File: src/hdl/bpd_pkg.sv
`default_nettype none
package bpd_pkg;

    localparam int BAR_SLOTS = 6;

    localparam logic [1:0] KIND_NONE = 2'd0;
    localparam logic [1:0] KIND_IO   = 2'd1;
    localparam logic [1:0] KIND_MEM  = 2'd2;

    localparam logic [1:0] MEM_TYPE_32  = 2'd0;
    localparam logic [1:0] MEM_TYPE_1M  = 2'd1;
    localparam logic [1:0] MEM_TYPE_64  = 2'd2;
    localparam logic [1:0] MEM_TYPE_RSV = 2'd3;

    localparam logic [31:0] U32_ALL          = 32'hFFFF_FFFF;
    localparam logic [31:0] IO_ADDR_MASK     = 32'hFFFF_FFFC;
    localparam logic [31:0] MEM_ADDR_MASK    = 32'hFFFF_FFF0;
    localparam logic [31:0] MEM_1M_ADDR_MASK = 32'h000F_FFF0;
    localparam logic [31:0] MEM_1M_HIGH_ONES = 32'hFFF0_0000;
    localparam logic [3:0]  MEM_LOW_ATTR     = 4'hF;
    localparam logic [3:0]  IO_LOW_ATTR      = 4'h3;
    localparam logic [63:0] IO_MIN_SIZE      = 64'd4;
    localparam logic [63:0] MEM_MIN_SIZE     = 64'd16;

    typedef struct packed {
        logic [2:0]  bar_index;
        logic [31:0] orig_low;
        logic [31:0] probe_low;
        logic [31:0] orig_high;
        logic [31:0] probe_high;
    } bar_probe_in_t;

    typedef struct packed {
        logic        status;
        logic [1:0]  bar_kind;
        logic        is_wide;
        logic [63:0] base_address;
        logic [63:0] region_size;
        logic [3:0]  attr_flags;
    } bar_probe_out_t;

    typedef struct packed {
        logic        bad;
        logic        unimpl;
        logic        is_io;
        logic        wide;
        logic [63:0] pb;
        logic [63:0] mask;
        logic [3:0]  attrs;
    } bpd_dec_t;

    typedef struct packed {
        logic        bad;
        logic        unimpl;
        logic        is_io;
        logic        wide;
        logic [63:0] pb;
        logic [63:0] size;
        logic [3:0]  attrs;
    } bpd_size_t;

    typedef struct packed {
        logic        bad;
        logic        unimpl;
        logic        is_io;
        logic        wide;
        logic        ge_min;
        logic        pb_nz;
        logic [63:0] pb;
        logic [63:0] size;
        logic [63:0] size_m1;
        logic [3:0]  attrs;
    } bpd_chk_t;

endpackage
`default_nettype wire

File: src/hdl/bpd_decode.sv
`default_nettype none
module bpd_decode
    import bpd_pkg::*;
#(
    parameter int NUM_BARS = BAR_SLOTS
)
(
    input  wire logic          clk,
    input  wire logic          rst_n,
    input  wire logic          in_valid,
    input  wire bar_probe_in_t req,
    output logic               out_valid,
    output bpd_dec_t           dec
);

    logic          valid_reg;
    bpd_dec_t      dec_reg;
    bpd_dec_t      dec_next;
    logic [31:0]   attrs_w;
    logic [1:0]    mem_sel;

    always_comb
    begin
        attrs_w  = (req.orig_low != 32'd0) ? req.orig_low : req.probe_low;
        mem_sel  = attrs_w[2:1];
        dec_next = '0;
        dec_next.attrs = attrs_w[3:0];
        dec_next.is_io = attrs_w[0];
        if (req.bar_index >= 3'(NUM_BARS))
        begin
            dec_next.bad = 1'b1;
        end
        else if (req.orig_low == U32_ALL || req.probe_low == 32'd0)
        begin
            dec_next.unimpl = 1'b1;
        end
        else if (attrs_w[0])
        begin
            dec_next.pb   = {32'd0, req.orig_low & IO_ADDR_MASK};
            dec_next.mask = {U32_ALL, req.probe_low & IO_ADDR_MASK};
        end
        else
        begin
            unique case (mem_sel)
                MEM_TYPE_64:
                begin
                    if (req.bar_index == 3'(NUM_BARS - 1))
                    begin
                        dec_next.bad = 1'b1;
                    end
                    else
                    begin
                        dec_next.wide = 1'b1;
                        dec_next.pb   = {req.orig_high, req.orig_low & MEM_ADDR_MASK};
                        dec_next.mask = {req.probe_high, req.probe_low & MEM_ADDR_MASK};
                    end
                end
                MEM_TYPE_1M:
                begin
                    dec_next.pb   = {32'd0, req.orig_low & MEM_1M_ADDR_MASK};
                    dec_next.mask = {U32_ALL,
                                     (req.probe_low & MEM_1M_ADDR_MASK) | MEM_1M_HIGH_ONES};
                end
                MEM_TYPE_32:
                begin
                    dec_next.pb   = {32'd0, req.orig_low & MEM_ADDR_MASK};
                    dec_next.mask = {U32_ALL, req.probe_low & MEM_ADDR_MASK};
                end
                MEM_TYPE_RSV:
                begin
                    dec_next.bad = 1'b1;
                end
                default:
                begin
                    dec_next.bad = 1'b1;
                end
            endcase
        end
    end

    always_ff @(posedge clk or negedge rst_n)
    begin
        if (!rst_n)
        begin
            valid_reg <= 1'b0;
        end
        else
        begin
            valid_reg <= in_valid;
        end
    end

    always_ff @(posedge clk)
    begin
        dec_reg <= dec_next;
    end

    assign out_valid = valid_reg;
    assign dec       = dec_reg;

endmodule
`default_nettype wire

File: src/hdl/bpd_size.sv
`default_nettype none
module bpd_size
    import bpd_pkg::*;
(
    input  wire logic     clk,
    input  wire logic     rst_n,
    input  wire logic     in_valid,
    input  wire bpd_dec_t dec,
    output logic          out_valid,
    output bpd_size_t     sz
);

    logic      valid_reg;
    bpd_size_t sz_reg;
    bpd_size_t sz_next;

    always_comb
    begin
        sz_next.bad    = dec.bad;
        sz_next.unimpl = dec.unimpl;
        sz_next.is_io  = dec.is_io;
        sz_next.wide   = dec.wide;
        sz_next.pb     = dec.pb;
        sz_next.attrs  = dec.attrs;
        if (dec.wide)
        begin
            sz_next.size = ~dec.mask + 64'd1;
        end
        else
        begin
            sz_next.size = {32'd0, ~dec.mask[31:0] + 32'd1};
        end
    end

    always_ff @(posedge clk or negedge rst_n)
    begin
        if (!rst_n)
        begin
            valid_reg <= 1'b0;
        end
        else
        begin
            valid_reg <= in_valid;
        end
    end

    always_ff @(posedge clk)
    begin
        sz_reg <= sz_next;
    end

    assign out_valid = valid_reg;
    assign sz        = sz_reg;

endmodule
`default_nettype wire

File: src/hdl/bpd_check.sv
`default_nettype none
module bpd_check
    import bpd_pkg::*;
(
    input  wire logic      clk,
    input  wire logic      rst_n,
    input  wire logic      in_valid,
    input  wire bpd_size_t sz,
    output logic           out_valid,
    output bar_probe_out_t rsp
);

    logic           chk_valid_reg;
    bpd_chk_t       chk_reg;
    bpd_chk_t       chk_next;
    logic           done_reg;
    bar_probe_out_t rsp_reg;
    bar_probe_out_t rsp_next;
    logic           pow2;
    logic           align_ok;
    logic           size_ok;

    always_comb
    begin
        chk_next.bad     = sz.bad;
        chk_next.unimpl  = sz.unimpl;
        chk_next.is_io   = sz.is_io;
        chk_next.wide    = sz.wide;
        chk_next.pb      = sz.pb;
        chk_next.size    = sz.size;
        chk_next.attrs   = sz.attrs;
        chk_next.size_m1 = sz.size - 64'd1;
        chk_next.ge_min  = sz.size >= (sz.is_io ? IO_MIN_SIZE : MEM_MIN_SIZE);
        chk_next.pb_nz   = sz.pb != 64'd0;
    end

    always_comb
    begin
        pow2     = (chk_reg.size & chk_reg.size_m1) == 64'd0;
        align_ok = (chk_reg.pb & chk_reg.size_m1) == 64'd0;
        size_ok  = chk_reg.ge_min && pow2 && align_ok;
        rsp_next = '0;
        priority if (chk_reg.bad)
        begin
            rsp_next.status = 1'b1;
        end
        else if (chk_reg.unimpl)
        begin
            rsp_next.status = 1'b0;
        end
        else
        begin
            rsp_next.is_wide = chk_reg.wide;
            rsp_next.status  = !size_ok;
            if (size_ok && chk_reg.pb_nz)
            begin
                rsp_next.bar_kind     = chk_reg.is_io ? KIND_IO : KIND_MEM;
                rsp_next.base_address = chk_reg.pb;
                rsp_next.region_size  = chk_reg.size;
                rsp_next.attr_flags   = chk_reg.attrs
                                        & (chk_reg.is_io ? IO_LOW_ATTR : MEM_LOW_ATTR);
            end
        end
    end

    always_ff @(posedge clk or negedge rst_n)
    begin
        if (!rst_n)
        begin
            chk_valid_reg <= 1'b0;
            done_reg      <= 1'b0;
        end
        else
        begin
            chk_valid_reg <= in_valid;
            done_reg      <= chk_valid_reg;
        end
    end

    always_ff @(posedge clk)
    begin
        chk_reg <= chk_next;
        rsp_reg <= rsp_next;
    end

    assign out_valid = done_reg;
    assign rsp       = rsp_reg;

endmodule
`default_nettype wire

File: src/hdl/pci_bar_probe_decode_unit.sv
// Once start is taken, the result strobes on done after the item has passed every stage.
// Throughput: one item per cycle; four register stages (decode, size,
// check, result) run independently, so busy stays low.
// The receiver cannot stall; each result shows for exactly one cycle.
// Reset (rst_n, async, active low) clears all stage valid bits; no result
// follows reset until a new item is taken.
`default_nettype none
module pci_bar_probe_decode_unit
    import bpd_pkg::*;
#(
    parameter int NUM_BARS = BAR_SLOTS
)
(
    input  wire logic          clk,
    input  wire logic          rst_n,
    input  wire logic          start,
    output logic               busy,
    input  wire bar_probe_in_t req,
    output logic               done,
    output bar_probe_out_t     rsp
);

    logic      dec_valid;
    bpd_dec_t  dec;
    logic      sz_valid;
    bpd_size_t sz;

    assign busy = 1'b0;

    bpd_decode
    #(
        .NUM_BARS  (NUM_BARS)
    )
    u_decode
    (
        .clk       (clk),
        .rst_n     (rst_n),
        .in_valid  (start && !busy),
        .req       (req),
        .out_valid (dec_valid),
        .dec       (dec)
    );

    bpd_size u_size
    (
        .clk       (clk),
        .rst_n     (rst_n),
        .in_valid  (dec_valid),
        .dec       (dec),
        .out_valid (sz_valid),
        .sz        (sz)
    );

    bpd_check u_check
    (
        .clk       (clk),
        .rst_n     (rst_n),
        .in_valid  (sz_valid),
        .sz        (sz),
        .out_valid (done),
        .rsp       (rsp)
    );

endmodule
`default_nettype wire

File: config.mk
export PLATFORM = sky130hd
export DESIGN_NAME = pci_bar_probe_decode_unit
export DESIGN_NICKNAME = d
export VERILOG_FILES = /design/src/hdl/bpd_pkg.sv /design/src/hdl/bpd_decode.sv /design/src/hdl/bpd_size.sv /design/src/hdl/bpd_check.sv /design/src/hdl/pci_bar_probe_decode_unit.sv
export SDC_FILE = /design/constraint.sdc
export NUM_CORES = 1
export LEC_CHECK = 0
export ABC_AREA = 0
export BUFFER_PORTS_ARGS = -buffer_cell sky130_fd_sc_hd__buf_2
export CORE_MARGIN = 3
export CORE_UTILIZATION = 50
export CTS_CLUSTER_DIAMETER = 120
export DETAILED_ROUTE_END_ITERATION = 8
export GPL_ROUTABILITY_DRIVEN = 0
export PLACE_DENSITY = 0.74
export REMOVE_ABC_BUFFERS = 1
export SLEW_MARGIN = 0
export SYNTH_ARGS = -nofsm -noshare
export SYNTH_HDL_FRONTEND = slang
export SYNTH_SLANG_ARGS = --single-unit
File: constraint.sdc
create_clock -name clk -period 2.4 [get_ports clk]
set_input_delay 0.48 -clock clk [delete_from_list [all_inputs] [get_ports clk]]
set_output_delay 0.48 -clock clk [all_outputs]
set_load 0.05 [all_outputs]
# Yosys cells after proc, flatten, opt, wreduce, memory -nomap -nowiden
# Index checks and enable logic that the tools add are counted.
[totals]
elab_cells = 84
reg_bits = 614
out_inout_bits = 138
[classes]
n_eq_ne = 5
n_reduce_logical = 16
bitwise = 7
mux = 14
add_sub_neg = 3
magnitude_cmp = 2
[ops]
columns = ["cell", "count"]
rows = [
  ["$pmux 128 s3", 1],
  ["$mux 129", 1],
  ["$and 64x64->64", 2],
  ["$logic_not 64->1", 2],
  ["$mux 96", 1],
  ["$add 64x1->64 const B", 1],
  ["$ge 64x64->1", 1],
  ["$not 64->64", 1],
  ["$reduce_bool 64->1", 1],
  ["$sub 64x1->64 const B", 1],
  ["$add 32x1->32 const B", 1],
  ["$eq 32x32->1 const B", 1],
  ["$logic_not 32->1", 1],
  ["$mux 32", 1],
  ["$not 32->32", 1],
  ["$reduce_bool 32->1", 1],
  ["$mux 4", 2],
  ["$reduce_or 3->1", 2],
  ["$mux 1", 5],
  ["$mux 5", 1],
  ["$and 4x4->4", 1],
  ["$eq 2x2->1 const B", 2],
  ["$reduce_or 2->1", 2],
  ["$reduce_or 4->1", 1],
  ["other kinds (10)", 13],
]

# Logic depth before layout (Yosys ltp)
[depth]
word_depth = 7
ltp_mapped = 9
depth_no_buf = 8

# Hierarchy
# Synthesis repeated with hierarchy kept, for this count alone.
[hier_totals]
hier_cells = 1554
area_unflattened_um2 = 18261.3
[by_module_without_submodules]
columns = ["mod", "n_inst", "area_per_inst_um2", "cells_each"]
rows = [
  ["bpd_check", 1, 9844.4, 792],
  ["bpd_size", 1, 4315.4, 386],
  ["bpd_decode", 1, 4090.2, 374],
  ["pci_bar_probe_decode_unit", 1, 11.3, 2],
]

# Worst setup path after synthesis
# No wires, ideal clock.
[synth_path]
path_type = "flip-flop to flip-flop"
from = "register u_decode.dec_reg, in the netlist u_decode.dec[39]"
to = "register u_size.sz_reg, in the netlist u_size.sz[49]"
setup_slack_ps = 172
t_arrival_ps = 2114
path_stages_with_launch = 6
n_path_buf = 0
setup_ps = 115
cell_sequence = "dfxtp_1 -> or4_4 -> or4_1 -> or4_1 -> xor2_1 -> and2_1"
[synth_between]
elab_chain_cells = 2
[synth_rtl]
columns = ["element", "line_no", "source"]
rows = [
  ["start, declared", "bpd_decode.sv:17", "bpd_dec_t dec_reg;"],
  ["start signal, assigned", "bpd_decode.sv:95", "dec_reg <= dec_next;"],
  ["$not 64->64", "bpd_size.sv:27", "sz_next.size = ~dec.mask + 64'd1;"],
  ["$add 64x1->64", "bpd_size.sv:27", ""],
  ["end signal, assigned", "bpd_size.sv:49", "sz_reg <= sz_next;"],
  ["end, declared", "bpd_size.sv:14", "bpd_size_t sz_reg;"],
]
# No other way between the ends.
# A chain may end at the register's enable or synchronous reset.

# Worst setup path in the final report
[layout_path]
from = "register u_check.chk_reg[107] in the netlist's numbering"
to = "register u_check.rsp_reg, in the netlist u_check.rsp[116]"
[layout_between]
elab_chain_cells = 7
[layout_rtl]
columns = ["element", "line_no", "source"]
rows = [
  ["start, declared", "bpd_check.sv:14", "bpd_chk_t chk_reg;"],
  ["start signal, assigned", "bpd_check.sv:82", "chk_reg <= chk_next;"],
  ["$and 64x64->64", "bpd_check.sv:39", "pow2 = (chk_reg.size & chk_reg.size_m1) == 64'd0;"],
  ["$logic_not 64->1", "bpd_check.sv:39", ""],
  ["$logic_and 1x1->1 (2 in series)", "bpd_check.sv:41", "size_ok = chk_reg.ge_min && pow2 && align_ok;"],
  ["$logic_and 1x1->1", "bpd_check.sv:55", "if (size_ok && chk_reg.pb_nz)"],
  ["$not 1->1 (no source line)", "--", ""],
  ["$reduce_or 3->1 (no source line)", "--", ""],
  ["end signal, assigned", "bpd_check.sv:83", "rsp_reg <= rsp_next;"],
  ["end, declared", "bpd_check.sv:17", "bar_probe_out_t rsp_reg;"],
]
# No other way between the ends.

==> results.toml <==
[run_status]
status = "completed"

[yosys]
syn_area_per_cell_um2 = 12.1
yosys.area_share.simple_pct = 19.2
yosys_register_bits = 592
yosysWarningCount = 0
yosysUniqueCellTypes = 55
synthAdderAreaFrac_pct = 0.286
synthArstFlopShare_pct = 0.676
synth-edff-count = 0
seq_area_frac_synth_pct = 67.9
synth-main-ff-cell = "dfxtp_1"
synth.area.mux_share_pct = 0
synthCells = 1445
synth-compound-area-share_pct = 5.65
synth_top_family_by_area = "simple AND/OR/NAND/NOR gates"
synthXorXnorAreaFrac_pct = 5.51
netlist_area_mm2 = 0.0175

[sta]
max_slew_margin_pct = 55.4
fin_crit_sh_pct = 99.9
max_freq_mhz = 417
worst_pin_slew_ns = 0.668
slew_viol_final = 0
period_needed_ns = 2.40
rsz0062_at_grt = "true"
tns_ns = 0
finClkSkew_ns = 0.0125
finalHoldViolations = 0
fin_ws_ns = 0.00139
setup_violations = 0

[worst_setup_path]
start_kind = "flip-flop"
crit_type = "reg -> reg"
endpoint_kind = "flip-flop"
arrival_ns = 2.91
cp_max_fo = 9
cp_data_required_time_ns = 2.91
rr_worst_depth = 9

[layout]
mostFrequentLayoutCell = "dfxtp_1"
final_cell_mix = "586 x dfxtp_1, 266 x buf_2, 204 x and2_1"
postLayoutCellArea_mm2 = 0.0220
layout-drive-gt1-share_pct = 26.7
nNetsFinal = 1965
largest_reg_flops = 195
layout.cells.non_filler = 2319
area_growth_pct = 25.7

[clock_tree]
cts-buffers-inserted = 54
cts_tree = "built"
clkTransAtPathRegs_ns = 0.06
htree_levels = 2
clockBufferDepth = 3
cts_sinks = 592
insertion_delay_ns = 0.57
cts_root_buf = "clkbuf_16"

[detailed_routing]
routed_wl_mm = 46.7
drtPass1Iterations = 5
drc = 0
detail_route.wl_per_cell_um = 20.1
ant_nets = 0
via_count = 12000
drt_iter0_markers = 935
vias_per_cell = 5.18

[min_path]
min_path_cells = 1
worstHoldPathType = "in -> reg"

[die]
fp.dieW_um = 193
pin_count = 272
die_h_um = 193
die_area_mm2 = 0.0373
core_mm2 = 0.0340
rows = 67
initial_utilization_pct = 51.4

[placed_design]
place_ws_ns = -0.148
hpwl_mm = 35.9
placed_cells = 2210
portBuffers = 266
place_area_mm2 = 0.0200

[pwr]
leakage_nw = 9.66
peakVddDrop_mv = 0.551
power_density_mw_per_mm2 = 903

[global_route]
gr-usage-all-layers_pct = 24.1
grt_pass1_vias = 11800
grt_antenna_before_repair = 1
grt_pass1_wl_mm = 67.7
overflow = 0
grt_max_degree = 49

[flow_run]
drv_cap = 0
## cells in the mapped netlist, drive strengths merged (2+ instances only)
cell      n  share of area, %
o31ai     5              0.21
or4      15              0.71
nand2b   10              0.36
a211oi    3              0.16
nor2     59               1.3
a22oi    24               1.0
a21o     34               1.5
xnor2    48               2.4
nand3b    3              0.13
xor2     62               3.1
and3     38               1.4
nor3b     2             0.086
nand4b    5              0.25
or3       8              0.29
a22o     15              0.75
nor4     68               3.0
inv       7              0.15
and2    207               7.4
o21ai     8              0.23
nand4    31               1.1
dfrtp     4              0.57
nor2b     4              0.14
dfxtp   588                67
and3b     2              0.10
buf      14              0.62
a21oi     4              0.11
nor3     29              0.95
o21a     13              0.56
a221oi   15              0.75
o41ai     2              0.10
nand3    22              0.69
clkbuf   31              0.67
ha        4              0.29
nand2    46              0.99
and4      4              0.20
## power breakdown
group          internal (mW)  switching (mW)  leakage [nW]
registers               10.3           0.414          4.88
clock network           4.63            3.55         0.848
logic                  0.486           0.484          3.93
total                   15.4            4.45          9.66
## cell type report
cell class,instances,area [um^2]
Fill cell,2573,12100
Clock buffer,78,1550
Sequential cell,592,11900
Multi-Input combinational cell,805,5530
Clock inverter,21,164
Antenna cell,1,2.50
Inverter,7,26.3
Tap cell,448,561
Timing Repair Buffer,367,2270
## path summary, 6_finish.rpt
path / slack (ns) / to / startpoint
worst max register to register: 0.001 / u_check.rsp[116]$_SDFF_PP0_ / u_check.chk_reg[107]$_DFF_P_
worst min-delay path: 0.02 / u_decode.out_valid$_DFF_PN0_ / start
worst max-delay path: 0.001 / u_check.rsp[116]$_SDFF_PP0_ / u_check.chk_reg[107]$_DFF_P_
min in group asynchronous: 0.24 / u_decode.out_valid$_DFF_PN0_ / rst_n
worst min register to register: 0.32 / u_size.sz[124]$_DFF_P_ / u_decode.dec[124]$_SDFF_PP0_
max in group asynchronous: 2.04 / u_check.out_valid$_DFF_PN0_ / rst_n
## timing repair
action	4_1_cts	5_1_grt
pin swaps	0	9
setup buffers	0	2
hold endpoints to repair	4	0
endpoints found under the setup margin	74	143
gates resized for setup	1	30
hold buffers	1	0
gates cloned	0	6
## worst max-delay path, cell delays in order (launching register included)
cell and delay [ns]:
dfxtp_2 0.34, a22o_1 0.26, a221oi_2 0.26, nand4_1 0.15, or4_4 0.59, nor3_4 0.17
buf_12 0.14, buf_12 0.15, clkbuf_16 0.16, and2_1 0.13
## cells by family after synthesis
| family | after synthesis |
|---|---|
| flip-flops | 592 |
| AND/OR/NAND/NOR | 557 |
| AO/OA/AOI/OAI | 129 |
| XOR/XNOR | 110 |
| buffers and inverters | 52 |
| adder cells (fa/ha/maj) | 4 |
| other | 1 |
## per-layer routing
metal / GRT usage [%] / vias up / share of wire, %
li1: - / 5719 / -
met1: 31.6 / 5636 / 42
met2: 40.8 / 541 / 47
met3: 3.67 / 110 / 6.9
met4: 8.79 / 0 / 3.8
met5: 0 / - / 0
## through the flow
stage	util, %	power, mW	hold WS (ns)
5_1_grt	64.6	20.5	0.00497
4_1_cts	63.7	19.9	0.0122
6_report	64.6	19.9	0.0212
2_1_floorplan	-	11.2	0.184
3_3_place_gp	58.6	11.8	0.288
3_5_place_dp	58.6	11.8	0.293
Power figures use the tool's default switching activity.
